File: src/rtl/asf_pkg.sv
// shared types, constants and helpers of the ascii sentence framer
package asf_pkg;

    localparam int MAX_LEN_DEF  = 64;
    localparam int CNT_W        = 32;
    localparam int BYTE_W       = 8;
    localparam int MIN_EMIT_LEN = 2;

    localparam logic [BYTE_W-1:0] CH_DOLLAR = 8'h24;
    localparam logic [BYTE_W-1:0] CH_HASH   = 8'h23;
    localparam logic [BYTE_W-1:0] CH_CR     = 8'h0D;
    localparam logic [BYTE_W-1:0] CH_LF     = 8'h0A;

    localparam logic CMD_DATA  = 1'b0;
    localparam logic CMD_FLUSH = 1'b1;

    localparam logic KIND_DOLLAR = 1'b0;
    localparam logic KIND_HASH   = 1'b1;

    typedef enum logic [1:0] {
        MODE_IDLE,
        MODE_DOLLAR,
        MODE_HASH
    } mode_t;

    typedef enum logic [1:0] {
        ST_IDLE,
        ST_READ,
        ST_LOAD
    } state_t;

    // controller to datapath
    typedef struct packed {
        logic step;    // process the accepted input transaction
        logic rd;      // read store at the read index and advance it
        logic load;    // move read data into the output register
        logic finish;  // sentence fully emitted, back to idle
    } dp_cmd_t;

    // datapath to controller
    typedef struct packed {
        logic emit_req;  // the offered transaction ends a sentence worth emitting
        logic last;      // the byte in read data is the final one
        logic out_free;  // output register can take a byte this cycle
    } dp_sts_t;

    function automatic logic [CNT_W-1:0] sat_add(input logic [CNT_W-1:0] a,
                                                  input logic [CNT_W-1:0] n);
        logic [CNT_W:0] s;
        s = {1'b0, a} + {1'b0, n};
        return s[CNT_W] ? {CNT_W{1'b1}} : s[CNT_W-1:0];
    endfunction

endpackage

File: src/rtl/asf_ram.sv
// generic single write port ram with registered read
module asf_ram #(
    parameter int WIDTH = 8,
    parameter int DEPTH = 64
) (
    input  logic                     aclk,
    input  logic                     we,
    input  logic [$clog2(DEPTH)-1:0] waddr,
    input  logic [WIDTH-1:0]         wdata,
    input  logic                     re,
    input  logic [$clog2(DEPTH)-1:0] raddr,
    output logic [WIDTH-1:0]         rdata
);

    logic [WIDTH-1:0] mem [DEPTH];
    logic [WIDTH-1:0] rdata_reg;

    always_ff @(posedge aclk) begin
        if (we) begin
            mem[waddr] <= wdata;
        end
        if (re) begin
            rdata_reg <= mem[raddr];
        end
    end

    assign rdata = rdata_reg;

endmodule

File: src/rtl/asf_ctrl.sv
// controller state machine of the ascii sentence framer
module asf_ctrl
    import asf_pkg::*;
(
    input  logic    aclk,
    input  logic    aresetn,
    input  logic    s_valid,
    output logic    s_ready,
    input  dp_sts_t sts,
    output dp_cmd_t cmd
);

    state_t state_reg, state_next;

    always_ff @(posedge aclk) begin
        if (!aresetn) begin
            state_reg <= ST_IDLE;
        end else begin
            state_reg <= state_next;
        end
    end

    // next state
    always_comb begin
        state_next = state_reg;
        case (state_reg)
            ST_IDLE: begin
                if (s_valid && sts.emit_req) begin
                    state_next = ST_READ;
                end
            end
            ST_READ: begin
                state_next = ST_LOAD;
            end
            ST_LOAD: begin
                if (sts.out_free && sts.last) begin
                    state_next = ST_IDLE;
                end
            end
            default: begin
                state_next = ST_IDLE;
            end
        endcase
    end

    // outputs
    always_comb begin
        s_ready    = 1'b0;
        cmd        = '0;
        case (state_reg)
            ST_IDLE: begin
                s_ready  = 1'b1;
                cmd.step = s_valid;
            end
            ST_READ: begin
                cmd.rd = 1'b1;
            end
            ST_LOAD: begin
                if (sts.out_free) begin
                    cmd.load   = 1'b1;
                    cmd.rd     = !sts.last;
                    cmd.finish = sts.last;
                end
            end
            default: begin
                s_ready = 1'b0;
            end
        endcase
    end

endmodule

File: src/rtl/asf_dp.sv
// datapath of the ascii sentence framer: store, fill level, counters, output register
module asf_dp
    import asf_pkg::*;
#(
    parameter int MAX_LEN = MAX_LEN_DEF
) (
    input  logic              aclk,
    input  logic              aresetn,
    input  dp_cmd_t           cmd,
    output dp_sts_t           sts,
    input  logic              s_cmd,
    input  logic [BYTE_W-1:0] s_data_byte,
    output logic              m_valid,
    input  logic              m_ready,
    output logic              m_sentence_kind,
    output logic [BYTE_W-1:0] m_text_byte,
    output logic              m_last_byte,
    output logic [CNT_W-1:0]  m_discarded_total,
    output logic [CNT_W-1:0]  m_emitted_total,
    output logic [CNT_W-1:0]  m_overflow_total
);

    localparam int ADDR_W = $clog2(MAX_LEN);
    localparam int FILL_W = $clog2(MAX_LEN + 1);

    mode_t             mode_reg, mode_next;
    logic [FILL_W-1:0] fill_reg, fill_next;
    logic [FILL_W-1:0] rd_idx_reg, rd_idx_next;
    logic [CNT_W-1:0]  disc_reg, disc_next;
    logic [CNT_W-1:0]  emit_reg, emit_next;
    logic [CNT_W-1:0]  ovf_reg, ovf_next;
    logic              m_valid_reg, m_valid_next;

    logic              kind_reg;
    logic [BYTE_W-1:0] text_reg;
    logic              last_reg;
    logic [CNT_W-1:0]  disc_out_reg;
    logic [CNT_W-1:0]  emit_out_reg;
    logic [CNT_W-1:0]  ovf_out_reg;

    logic              is_sync, is_term, in_sentence, enough, full;
    logic              we;
    logic [ADDR_W-1:0] waddr;
    logic [BYTE_W-1:0] rdata;
    logic [FILL_W:0]   fill_plus1;

    assign is_sync     = (s_data_byte == CH_DOLLAR) || (s_data_byte == CH_HASH);
    assign is_term     = (s_data_byte == CH_CR) || (s_data_byte == CH_LF);
    assign in_sentence = (mode_reg != MODE_IDLE);
    assign enough      = (fill_reg >= FILL_W'(MIN_EMIT_LEN));
    assign full        = (fill_reg >= FILL_W'(MAX_LEN));
    assign fill_plus1  = {1'b0, fill_reg} + (FILL_W+1)'(1);

    assign sts.emit_req = (s_cmd == CMD_DATA) && in_sentence && is_term && enough;
    assign sts.last     = (rd_idx_reg == fill_reg);
    assign sts.out_free = !m_valid_reg || m_ready;

    always_comb begin
        mode_next    = mode_reg;
        fill_next    = fill_reg;
        rd_idx_next  = rd_idx_reg;
        disc_next    = disc_reg;
        emit_next    = emit_reg;
        ovf_next     = ovf_reg;
        we           = 1'b0;
        waddr        = fill_reg[ADDR_W-1:0];

        if (cmd.step) begin
            rd_idx_next = '0;
            if (s_cmd == CMD_FLUSH) begin
                mode_next = MODE_IDLE;
                fill_next = '0;
            end else if (!in_sentence) begin
                if (is_sync) begin
                    we        = 1'b1;
                    waddr     = '0;
                    fill_next = FILL_W'(1);
                    mode_next = (s_data_byte == CH_DOLLAR) ? MODE_DOLLAR : MODE_HASH;
                end else begin
                    disc_next = sat_add(disc_reg, CNT_W'(1));
                end
            end else if (is_term) begin
                if (enough) begin
                    // fill and mode stay until the run is out
                    emit_next = sat_add(emit_reg, CNT_W'(1));
                end else begin
                    disc_next = sat_add(disc_reg, CNT_W'(fill_reg));
                    fill_next = '0;
                    mode_next = MODE_IDLE;
                end
            end else if (is_sync) begin
                disc_next = sat_add(disc_reg, CNT_W'(fill_reg));
                we        = 1'b1;
                waddr     = '0;
                fill_next = FILL_W'(1);
                mode_next = (s_data_byte == CH_DOLLAR) ? MODE_DOLLAR : MODE_HASH;
            end else if (full) begin
                ovf_next  = sat_add(ovf_reg, CNT_W'(1));
                disc_next = sat_add(disc_reg, CNT_W'(fill_plus1));
                fill_next = '0;
                mode_next = MODE_IDLE;
            end else begin
                we        = 1'b1;
                fill_next = fill_plus1[FILL_W-1:0];
            end
        end

        if (cmd.rd) begin
            rd_idx_next = rd_idx_reg + FILL_W'(1);
        end

        if (cmd.finish) begin
            fill_next = '0;
            mode_next = MODE_IDLE;
        end
    end

    always_comb begin
        m_valid_next = m_valid_reg;
        if (m_valid_reg && m_ready) begin
            m_valid_next = 1'b0;
        end
        if (cmd.load) begin
            m_valid_next = 1'b1;
        end
    end

    always_ff @(posedge aclk) begin
        if (!aresetn) begin
            mode_reg    <= MODE_IDLE;
            fill_reg    <= '0;
            rd_idx_reg  <= '0;
            disc_reg    <= '0;
            emit_reg    <= '0;
            ovf_reg     <= '0;
            m_valid_reg <= 1'b0;
        end else begin
            mode_reg    <= mode_next;
            fill_reg    <= fill_next;
            rd_idx_reg  <= rd_idx_next;
            disc_reg    <= disc_next;
            emit_reg    <= emit_next;
            ovf_reg     <= ovf_next;
            m_valid_reg <= m_valid_next;
        end
    end

    // output payload, no reset needed
    always_ff @(posedge aclk) begin
        if (cmd.load) begin
            kind_reg     <= (mode_reg == MODE_DOLLAR) ? KIND_DOLLAR : KIND_HASH;
            text_reg     <= rdata;
            last_reg     <= sts.last;
            disc_out_reg <= disc_reg;
            emit_out_reg <= emit_reg;
            ovf_out_reg  <= ovf_reg;
        end
    end

    asf_ram #(
        .WIDTH (BYTE_W),
        .DEPTH (MAX_LEN)
    ) u_store (
        .aclk  (aclk),
        .we    (we),
        .waddr (waddr),
        .wdata (s_data_byte),
        .re    (cmd.rd),
        .raddr (rd_idx_reg[ADDR_W-1:0]),
        .rdata (rdata)
    );

    assign m_valid           = m_valid_reg;
    assign m_sentence_kind   = kind_reg;
    assign m_text_byte       = text_reg;
    assign m_last_byte       = last_reg;
    assign m_discarded_total = disc_out_reg;
    assign m_emitted_total   = emit_out_reg;
    assign m_overflow_total  = ovf_out_reg;

endmodule

File: src/rtl/ascii_sentence_framer_core.sv
// top level of the ascii sentence framer
// Frames a stream of receiver bytes, one byte per input transaction, into
// '$' and '#' sentences. A sync byte starts a sentence (and restarts one in
// progress, discarding what was gathered), CR or LF ends it, and the stored
// bytes, sync byte first and terminator excluded, come out as a run of result
// transactions with m_last_byte on the final one. Sentences of only the sync
// byte are discarded; sentences longer than MAX_LEN bytes are dropped and
// counted as overflows. Three saturating 32-bit counters (discarded bytes,
// emitted sentences, overflows) ride on every result. A flush command (cmd=1)
// returns framing to idle without touching the counters. An input byte
// that does not end a sentence never holds the input side. A terminator that
// releases a sentence holds the input side while the controller accepts it,
// makes the first read of the sentence store in its read state, then moves
// one byte per cycle through its single registered read port; any m_ready
// stall lengthens the hold. The last result may still wait in the output
// register while the next input transaction is already taken.
module ascii_sentence_framer_core
    import asf_pkg::*;
#(
    parameter int MAX_LEN = MAX_LEN_DEF
) (
    input  logic              aclk,
    input  logic              aresetn,
    // input channel
    input  logic              s_valid,
    output logic              s_ready,
    input  logic              s_cmd,
    input  logic [BYTE_W-1:0] s_data_byte,
    // result channel
    output logic              m_valid,
    input  logic              m_ready,
    output logic              m_sentence_kind,
    output logic [BYTE_W-1:0] m_text_byte,
    output logic              m_last_byte,
    output logic [CNT_W-1:0]  m_discarded_total,
    output logic [CNT_W-1:0]  m_emitted_total,
    output logic [CNT_W-1:0]  m_overflow_total
);

    // command and status between controller and datapath
    dp_cmd_t cmd;
    dp_sts_t sts;

    // controller: accepts transactions, sequences the store readout
    asf_ctrl u_ctrl (
        .aclk    (aclk),
        .aresetn (aresetn),
        .s_valid (s_valid),
        .s_ready (s_ready),
        .sts     (sts),
        .cmd     (cmd)
    );

    // datapath: framing mode, fill level, counters, store and output register
    asf_dp #(
        .MAX_LEN (MAX_LEN)
    ) u_dp (
        .aclk              (aclk),
        .aresetn           (aresetn),
        .cmd               (cmd),
        .sts               (sts),
        .s_cmd             (s_cmd),
        .s_data_byte       (s_data_byte),
        .m_valid           (m_valid),
        .m_ready           (m_ready),
        .m_sentence_kind   (m_sentence_kind),
        .m_text_byte       (m_text_byte),
        .m_last_byte       (m_last_byte),
        .m_discarded_total (m_discarded_total),
        .m_emitted_total   (m_emitted_total),
        .m_overflow_total  (m_overflow_total)
    );

endmodule

File: config.mk
export PLATFORM = sky130hd
export DESIGN_NAME = ascii_sentence_framer_core
export DESIGN_NICKNAME = d
export VERILOG_FILES = /design/src/rtl/asf_pkg.sv /design/src/rtl/asf_ram.sv /design/src/rtl/asf_ctrl.sv /design/src/rtl/asf_dp.sv /design/src/rtl/ascii_sentence_framer_core.sv
export SDC_FILE = /design/constraint.sdc
export NUM_CORES = 1
export LEC_CHECK = 0
export BUFFER_PORTS_ARGS = -buffer_cell sky130_fd_sc_hd__buf_4
export CORE_MARGIN = 1.5
export CORE_UTILIZATION = 45
export DETAILED_ROUTE_END_ITERATION = 10
export GPL_TIMING_DRIVEN = 1
export PLACE_DENSITY = 0.72
export SYNTH_ARGS = -nofsm -noshare
export SYNTH_HDL_FRONTEND = slang
export SYNTH_SLANG_ARGS = --single-unit
File: constraint.sdc
create_clock -name aclk -period 3.71 [get_ports aclk]
set_input_delay 1.113 -clock aclk [delete_from_list [all_inputs] [get_ports aclk]]
set_output_delay 1.113 -clock aclk [all_outputs]
set_load 0.005 [all_outputs]
==> results of run 1 <==
final cells by class:
cell class / count / area [sq um] / area share
clock buffers: 96 / 2102 / 0.05692
clock inverters: 52 / 568.0 / 0.01538
inverters: 31 / 120.1 / 0.003252
multi-input cells: 1085 / 9502 / 0.2573
flip-flops and latches: 741 / 21110 / 0.5716
well taps: 931 / 1165 / 0.03154
repair buffers: 300 / 2365 / 0.06403
what timing repair did:
item,CTS,global route
hold endpoints to repair,0,0
hold buffers,0,0
gates resized for setup,0,1
setup endpoints to repair,0,10
worst max path at each step:
stage / from / endpoint / slack [ns] / cells after the start
finish: u_dp.fill_reg[1] / u_dp.disc_reg[26] / 0.26 / 15
global route: u_dp.fill_reg[0] / u_dp.disc_reg[26] / -0.02 / 14
CTS: u_dp.fill_reg[1] / u_dp.disc_reg[25] / 0.13 / 12
detailed placement: s_data_byte[1] / u_dp.disc_reg[25] / 0.05 / 9
global placement: s_data_byte[3] / u_dp.disc_reg[25] / 0.1 / 9
floorplan: s_data_byte[0] / u_dp.u_store.mem[36][0] / -0.12 / 6
cell families after synthesis:
group           Yosys count  share of synthesized area
mux                     176                     0.1239
buf+inv                 143                    0.01866
compound gates          305                    0.06344
xor+xnor                 80                    0.02247
fa+ha+maj                27                    0.01132
simple gates            497                    0.08347
flops                   741                     0.6767
power groups by stage:
stage          Sequential, uW  Clock (uW)  Combinational [uW]
2_1_floorplan            9190           0                 117
3_3_place_gp             9200           0                 289
3_5_place_dp             9200           0                 302
4_1_cts                  9020        8150                 303
5_1_grt                  9020        8470                 329
6_report                 9020        8020                 307
routing by layer:
| layer | wire (um) | part of all wire | vias to the layer above | GRT usage |
|---|---|---|---|---|
| li1 | - | - | 8407 | - |
| met1 | 30960 | 0.40 | 9797 | 0.3006 |
| met2 | 38340 | 0.49 | 1028 | 0.3681 |
| met3 | 6898 | 0.089 | 132 | 0.04057 |
| met4 | 1642 | 0.021 | 6 | 0.05344 |
| met5 | 38 | 0.00049 | - | 0 |
worst reg2reg max path, cell delays in order, from the launching register on:
cell,delay (ns)
dfxtp_1,0.43
ha_1,0.27
nand3_1,0.18
nor2_1,0.15
ha_1,0.24
inv_1,0.07
ha_1,0.18
a21o_1,0.18
nor3_1,0.06
a21oi_1,0.26
buf_4,0.20
mux2i_1,0.13
buf_4,0.22
or4_1,0.42
a211oi_1,0.23
o22ai_1,0.12
per-stage QoR:
step           power (uW)  cell area, sq um
2_1_floorplan        9308             31180
3_3_place_gp         9485             34260
3_5_place_dp         9499             34260
4_1_cts             17470             36930
5_1_grt             17810             36930
6_report            17350             36930
cells in the final DEF, fill, tap and decap left out, types with 25 or more instances in the layout:
cell type	count
edfxtp_1	626
buf_4	291
mux4_2	168
nor2_1	135
a21oi_1	114
dfxtp_1	112
nand2_1	92
clkbuf_16	80
nand3_1	59
xnor2_1	42
o21ai_0	42
xor2_1	38
nand4_1	37
nor3_1	33
inv_1	28
and3_1	28
ha_1	25
==> flow_metrics.py, run 1 <==
metrics = {
    "outcome": {
        "outcome": "finished clean",
    },
    "die": {
        "rows": 96,
        "die_h_um": 266.2,
        "io_pins": 121,
        "core_area_sq_um": 68590,
        "start_util": 0.4546,
        "die_w_um": 266.2,
        "die_area_sq_um": 70880,
    },
    "setup_path": {
        "crit_family": "simple AND/OR/NAND/NOR gates",
        "reg2regPathDepth": 15,
        "crit_fanout": 10,
        "crit_path_end_kind": "register",
        "startpoint_type": "register",
        "cp.arrival_ns": 3.96,
        "r2r_start": "u_dp.fill_reg[1]",
        "cp_common_cell": "ha_1",
        "rrSetupSlack_ns": 0.26,
        "max_stage_delay_ns": 0.43,
        "cp_cell_sequence": "ha_1, nand3_1, nor2_1, ha_1, inv_1, ha_1, a21o_1, nor3_1, a21oi_1, buf_4, mux2i_1, buf_4, or4_1, a211oi_1, o22ai_1",
        "regToRegEndpoint": "u_dp.disc_reg[26]",
        "critical_path_class": "register to register",
        "cp_num_buf_inv": 3,
        "worstPathRequired_ns": 4.22,
        "worst_path_max_delay_cell": "dfxtp_1",
    },
    "timing": {
        "final.setup_skew_ns": 0.02861,
        "hold_viol": 0,
        "setup_viol": 0,
        "tns_ns": 0,
        "setup_slack_ns": 0.2645,
        "period_needed_ns": 3.446,
        "hold_ws_ns": 0.4341,
        "fmax_mhz": 290.2,
        "period_share": 0.9287,
        "relSlewSlack": 0.3021,
        "slew_viol_final": 0,
        "worst_pin_slew_ns": 1.045,
    },
    "detailed_routing": {
        "drt_iter0_drc": 2565,
        "wire_per_inst_um": 24.07,
        "wirelength_mm": 77.88,
        "viasPerCell": 5.986,
        "drt.antenna.violating_nets": 0,
        "drc": 0,
        "vias": 19370,
        "drt_first_pass_iters": 5,
    },
    "worst_hold_path": {
        "hp-start": "u_dp.u_store.rdata[4]",
        "whs_endpoint": "u_dp.m_text_byte[4]",
        "hold_class": "register to register",
        "hold_path_depth": 0,
    },
    "yosys": {
        "ys.flop_type": "edfxtp_1",
        "yosys-top-cells-area": "edfxtp_1 60%, mux4_2 12%, dfxtp_1 7.4%",
        "yosysMostFrequentCell": "edfxtp_1",
        "ys_top_cells_by_count": "626 x edfxtp_1, 168 x mux4_2, 135 x nor2_1, 115 x a21oi_1, 115 x dfxtp_1",
        "netlist_area_sq_um": 31180,
        "yosysWarnings": 0,
        "synth_top_area_frac": 0.6029,
        "synth-seq-area-share": 0.6767,
        "syn_avg_cell_area_sq_um": 15.84,
        "synth_top_area_cell": "edfxtp_1",
        "synth_nets": 2009,
        "netlist-cell-type-count": 84,
        "synth-edff-count": 626,
        "synth-seq-cells": 741,
        "synth_cells": 1969,
        "async_reset_ff_frac": 0,
    },
    "clock_tree": {
        "cts_setup_buffers": 0,
        "h-tree-depth": 3,
        "clockRootBuffer": "clkbuf_16",
        "cts_buffers": 79,
        "cts_tree": "done",
        "clk_path_buf_depth": 3,
        "clk_latency_ns": 0.65,
        "cts.sinks": 741,
        "path_clk_slew_ns": 0.06,
    },
    "power_and_ir_drop": {
        "power_density_nw_per_um2": 469.7,
        "p_comb_frac": 0.018,
        "switchingPower_uw": 3597,
        "switching_share": 0.2073,
        "p_clk_frac": 0.462,
        "vdd_drop_max_v": 0.0004161,
        "seqPwrFrac": 0.520,
        "internal_power_uw": 13750,
        "p_leak_uw": 0.01215,
    },
    "job": {
        "maxCapViolations": 0,
    },
    "cells_and_area": {
        "layout-drive-gt1-share": 0.2729,
        "regMostFlops": "u_dp.u_store.mem",
        "antenna_cells": 0,
        "final_util": 0.5385,
        "largest_register_ffs": 512,
        "fin_nets": 2278,
        "fill_cells": 5370,
        "syn_to_final_growth_pct": 18.44,
        "final_cells": 3236,
    },
    "grt": {
        "antenna_found_initial": 3,
        "grt_max_degree": 107,
        "grt.overflow.total": 0,
        "track_usage": 0.2206,
        "grt_pass1_vias": 19070,
        "grt_pass1_wl_mm": 118.4,
    },
    "placed_design": {
        "hpwl_mm": 52.22,
        "io_buffers": 120,
        "dp_slack_ns": 0.04526,
        "place.gp.congestion": 0.8872,
        "place_inst": 3088,
    },
}
Note: power is estimated with default switching activity, not from simulation.
==> run 2: changes to the inputs <==
- SYNTH_HIERARCHICAL: not set -> 1
==> run 2 against run 1 <==
Via count up 3.0%. Wire length down 0.46%. Synthesized cell count up 4.1%. Sequential share of layout area down 0.12 points. Cell count up 2.9%. Hold slack worse by 0.0072 ns. Cell area up 0.23%. Register-to-register slack about the same. Clock power down 3.1%. Combinational power down 22%. Highest routed layer is now met4.
==> flow_metrics.py, run 2 <==
metrics = {
    "timing": {
        "setup_slack_ns": 0.2640,
        "rsz0062_at_grt": "no",
        "slew_viol_final": 0,
        "hold_viol": 0,
        "setup_viol": 0,
        "final.setup_skew_ns": 0.03848,
        "period_share": 0.9288,
        "fmax_mhz": 290.2,
        "tns_ns": 0,
        "period_needed_ns": 3.446,
        "worst_pin_slew_ns": 0.9669,
        "hold_ws_ns": 0.4269,
        "relSlewSlack": 0.3494,
    },
    "yosys": {
        "yosysWarnings": 6,
        "netlist-cell-type-count": 89,
        "yosys-top-cells-area": "edfxtp_1 60%, mux4_2 9.0%, dfxtp_1 7.3%",
        "yosysMostFrequentCell": "edfxtp_1",
        "synth-edff-count": 626,
        "synth_top_area_frac": 0.5994,
        "syn_avg_cell_area_sq_um": 15.30,
        "synth-seq-cells": 741,
        "synth-seq-area-share": 0.6728,
        "async_reset_ff_frac": 0,
        "synth_nets": 2089,
        "ys.flop_type": "edfxtp_1",
        "synth_cells": 2050,
        "ys_top_cells_by_count": "626 x edfxtp_1, 164 x nor2_1, 126 x mux4_2, 115 x dfxtp_1, 102 x a21oi_1",
        "netlist_area_sq_um": 31360,
        "synth_top_area_cell": "edfxtp_1",
    },
    "detailed_routing": {
        "viasPerCell": 5.987,
        "drc": 0,
        "vias": 19940,
        "drt_first_pass_iters": 5,
        "wirelength_mm": 77.52,
        "drt_iter0_drc": 2375,
        "wire_per_inst_um": 23.27,
        "drt.antenna.violating_nets": 0,
    },
    "cells_and_area": {
        "final_area_sq_um": 37020,
        "mostFrequentLayoutCell": "edfxtp_1",
        "fin_nets": 2379,
        "layout-drive-gt1-share": 0.2608,
        "final_cells": 3331,
        "antenna_cells": 0,
        "largest_register_ffs": 512,
        "final_cell_mix": "626 x edfxtp_1, 314 x buf_4, 163 x nor2_1",
        "syn_to_final_growth_pct": 18.03,
        "regMostFlops": "u_dp/u_store/mem",
    },
    "setup_path": {
        "critical_path_class": "register to register",
        "rrSetupSlack_ns": 0.26,
        "crit_path_end_kind": "register",
        "crit_fanout": 7,
        "reg2regPathDepth": 11,
        "worstPathRequired_ns": 4.25,
        "regToRegEndpoint": "u_dp/disc_reg[17]",
        "r2r_start": "u_dp/fill_reg[0]",
        "startpoint_type": "register",
        "cp.arrival_ns": 3.99,
    },
    "placed_design": {
        "dp_slack_ns": 0.04831,
        "place.gp.congestion": 0.8975,
        "place_inst": 3195,
        "io_buffers": 120,
        "placed_cell_area_sq_um": 34470,
        "hpwl_mm": 51.72,
    },
    "clock_tree": {
        "cts.sinks": 741,
        "clk_latency_ns": 0.64,
        "hold_buffers": 0,
        "h-tree-depth": 3,
        "clockRootBuffer": "clkbuf_16",
        "cts_resized": 0,
        "cts_buffers": 74,
        "path_clk_slew_ns": 0.06,
        "cts_setup_buffers": 0,
        "cts_tree": "done",
        "clk_path_buf_depth": 3,
    },
    "grt": {
        "grt_max_degree": 108,
        "track_usage": 0.2184,
        "grt_pass1_vias": 19590,
        "grt_pass1_wl_mm": 118.3,
        "antenna_found_initial": 1,
        "grt.overflow.total": 0,
    },
    "die": {
        "die_h_um": 267.0,
        "start_util": 0.4557,
        "die_area_sq_um": 71280,
        "die_w_um": 267.0,
        "io_pins": 121,
        "rows": 96,
        "core_area_sq_um": 68830,
    },
    "worst_hold_path": {
        "hp-start": "u_dp/u_store/rdata[7]",
        "hold_path_depth": 0,
        "whs_endpoint": "u_dp/m_text_byte[7]",
        "hold_class": "register to register",
    },
    "power_and_ir_drop": {
        "vdd_drop_max_v": 0.0003780,
        "power_density_nw_per_um2": 459.6,
        "p_leak_uw": 0.01239,
    },
    "outcome": {
        "outcome": "finished clean",
    },
    "job": {
        "maxCapViolations": 0,
    },
}
-- run 2: logic make-up (layout without fill, tap and decap cells) --
kind of cell,Yosys count,after routing,share of synthesized area
buffers and inverters,129,479,0.02122
flip-flops,741,741,0.6728
adder cells (fa/ha/maj),26,26,0.01085
AO/OA/AOI/OAI,343,343,0.07592
XOR/XNOR,75,75,0.02095
multiplexers,174,174,0.1064
AND/OR/NAND/NOR,562,562,0.09184
-- run 2: layout make-up --
| class | instances | area [sq um] |
|---|---|---|
| Multi-Input combinational cell | 1180 | 9600 |
| Clock buffer | 86 | 1938 |
| Fill cell | 5445 | 31810 |
| Tap cell | 931 | 1165 |
| Clock inverter | 50 | 604.3 |
| Inverter | 21 | 78.83 |
| Sequential cell | 741 | 21110 |
| Timing Repair Buffer | 322 | 2517 |
-- run 2: how the worst max path moves through the flow --
stage                                         end             start  slack (ns)  cells after the start
after floorplan           u_dp/u_store/mem[49][0]    s_data_byte[0]        0.17                     10
after global placement          u_dp/disc_reg[17]    s_data_byte[4]        0.12                      9
after detailed placement  u_dp/u_store/mem[61][6]    s_data_byte[1]        0.05                     10
after CTS                       u_dp/disc_reg[17]  u_dp/fill_reg[0]        0.32                     11
after global routing            u_dp/disc_reg[17]  u_dp/fill_reg[0]        0.06                     11
final                           u_dp/disc_reg[17]  u_dp/fill_reg[0]        0.26                     11
-- run 2: metrics by stage --
stage	power (uW)	util
6_report	17010	0.5378
4_1_cts	17140	0.5378
5_1_grt	17450	0.5378
3_5_place_dp	9414	0.5009
3_3_place_gp	9404	0.5009
2_1_floorplan	9246	-
-- run 2: worst max-delay path, cell delays in order, from the launching register on --
cell and delay (ns):
dfxtp_1 0.48, inv_1 0.23, ha_1 0.39, fa_1 0.47, nor2b_1 0.18, o31ai_1 0.13
a21o_1 0.21, o21ai_1 0.58, buf_4 0.26, o22a_1 0.19, nor3_1 0.07, o211ai_1 0.20
-- run 2: layer usage --
metal	track usage	vias to the layer above	wire, um
li1	-	8750	-
met3	0.03884	162	6461
met1	0.2970	10080	31480
met5	0	-	0
met2	0.3594	951	37560
met4	0.06511	0	2024
-- run 2: power by group --
part / switching, uW / total (uW) / internal [uW] / leakage [uW]
Clock: 3210 / 7770 / 4560 / 0.00125
Sequential: 7.79 / 9000 / 8990 / 0.00677
Combinational: 184 / 240 / 56.5 / 0.00437
Total: 3400 / 17000 / 13600 / 0.0124
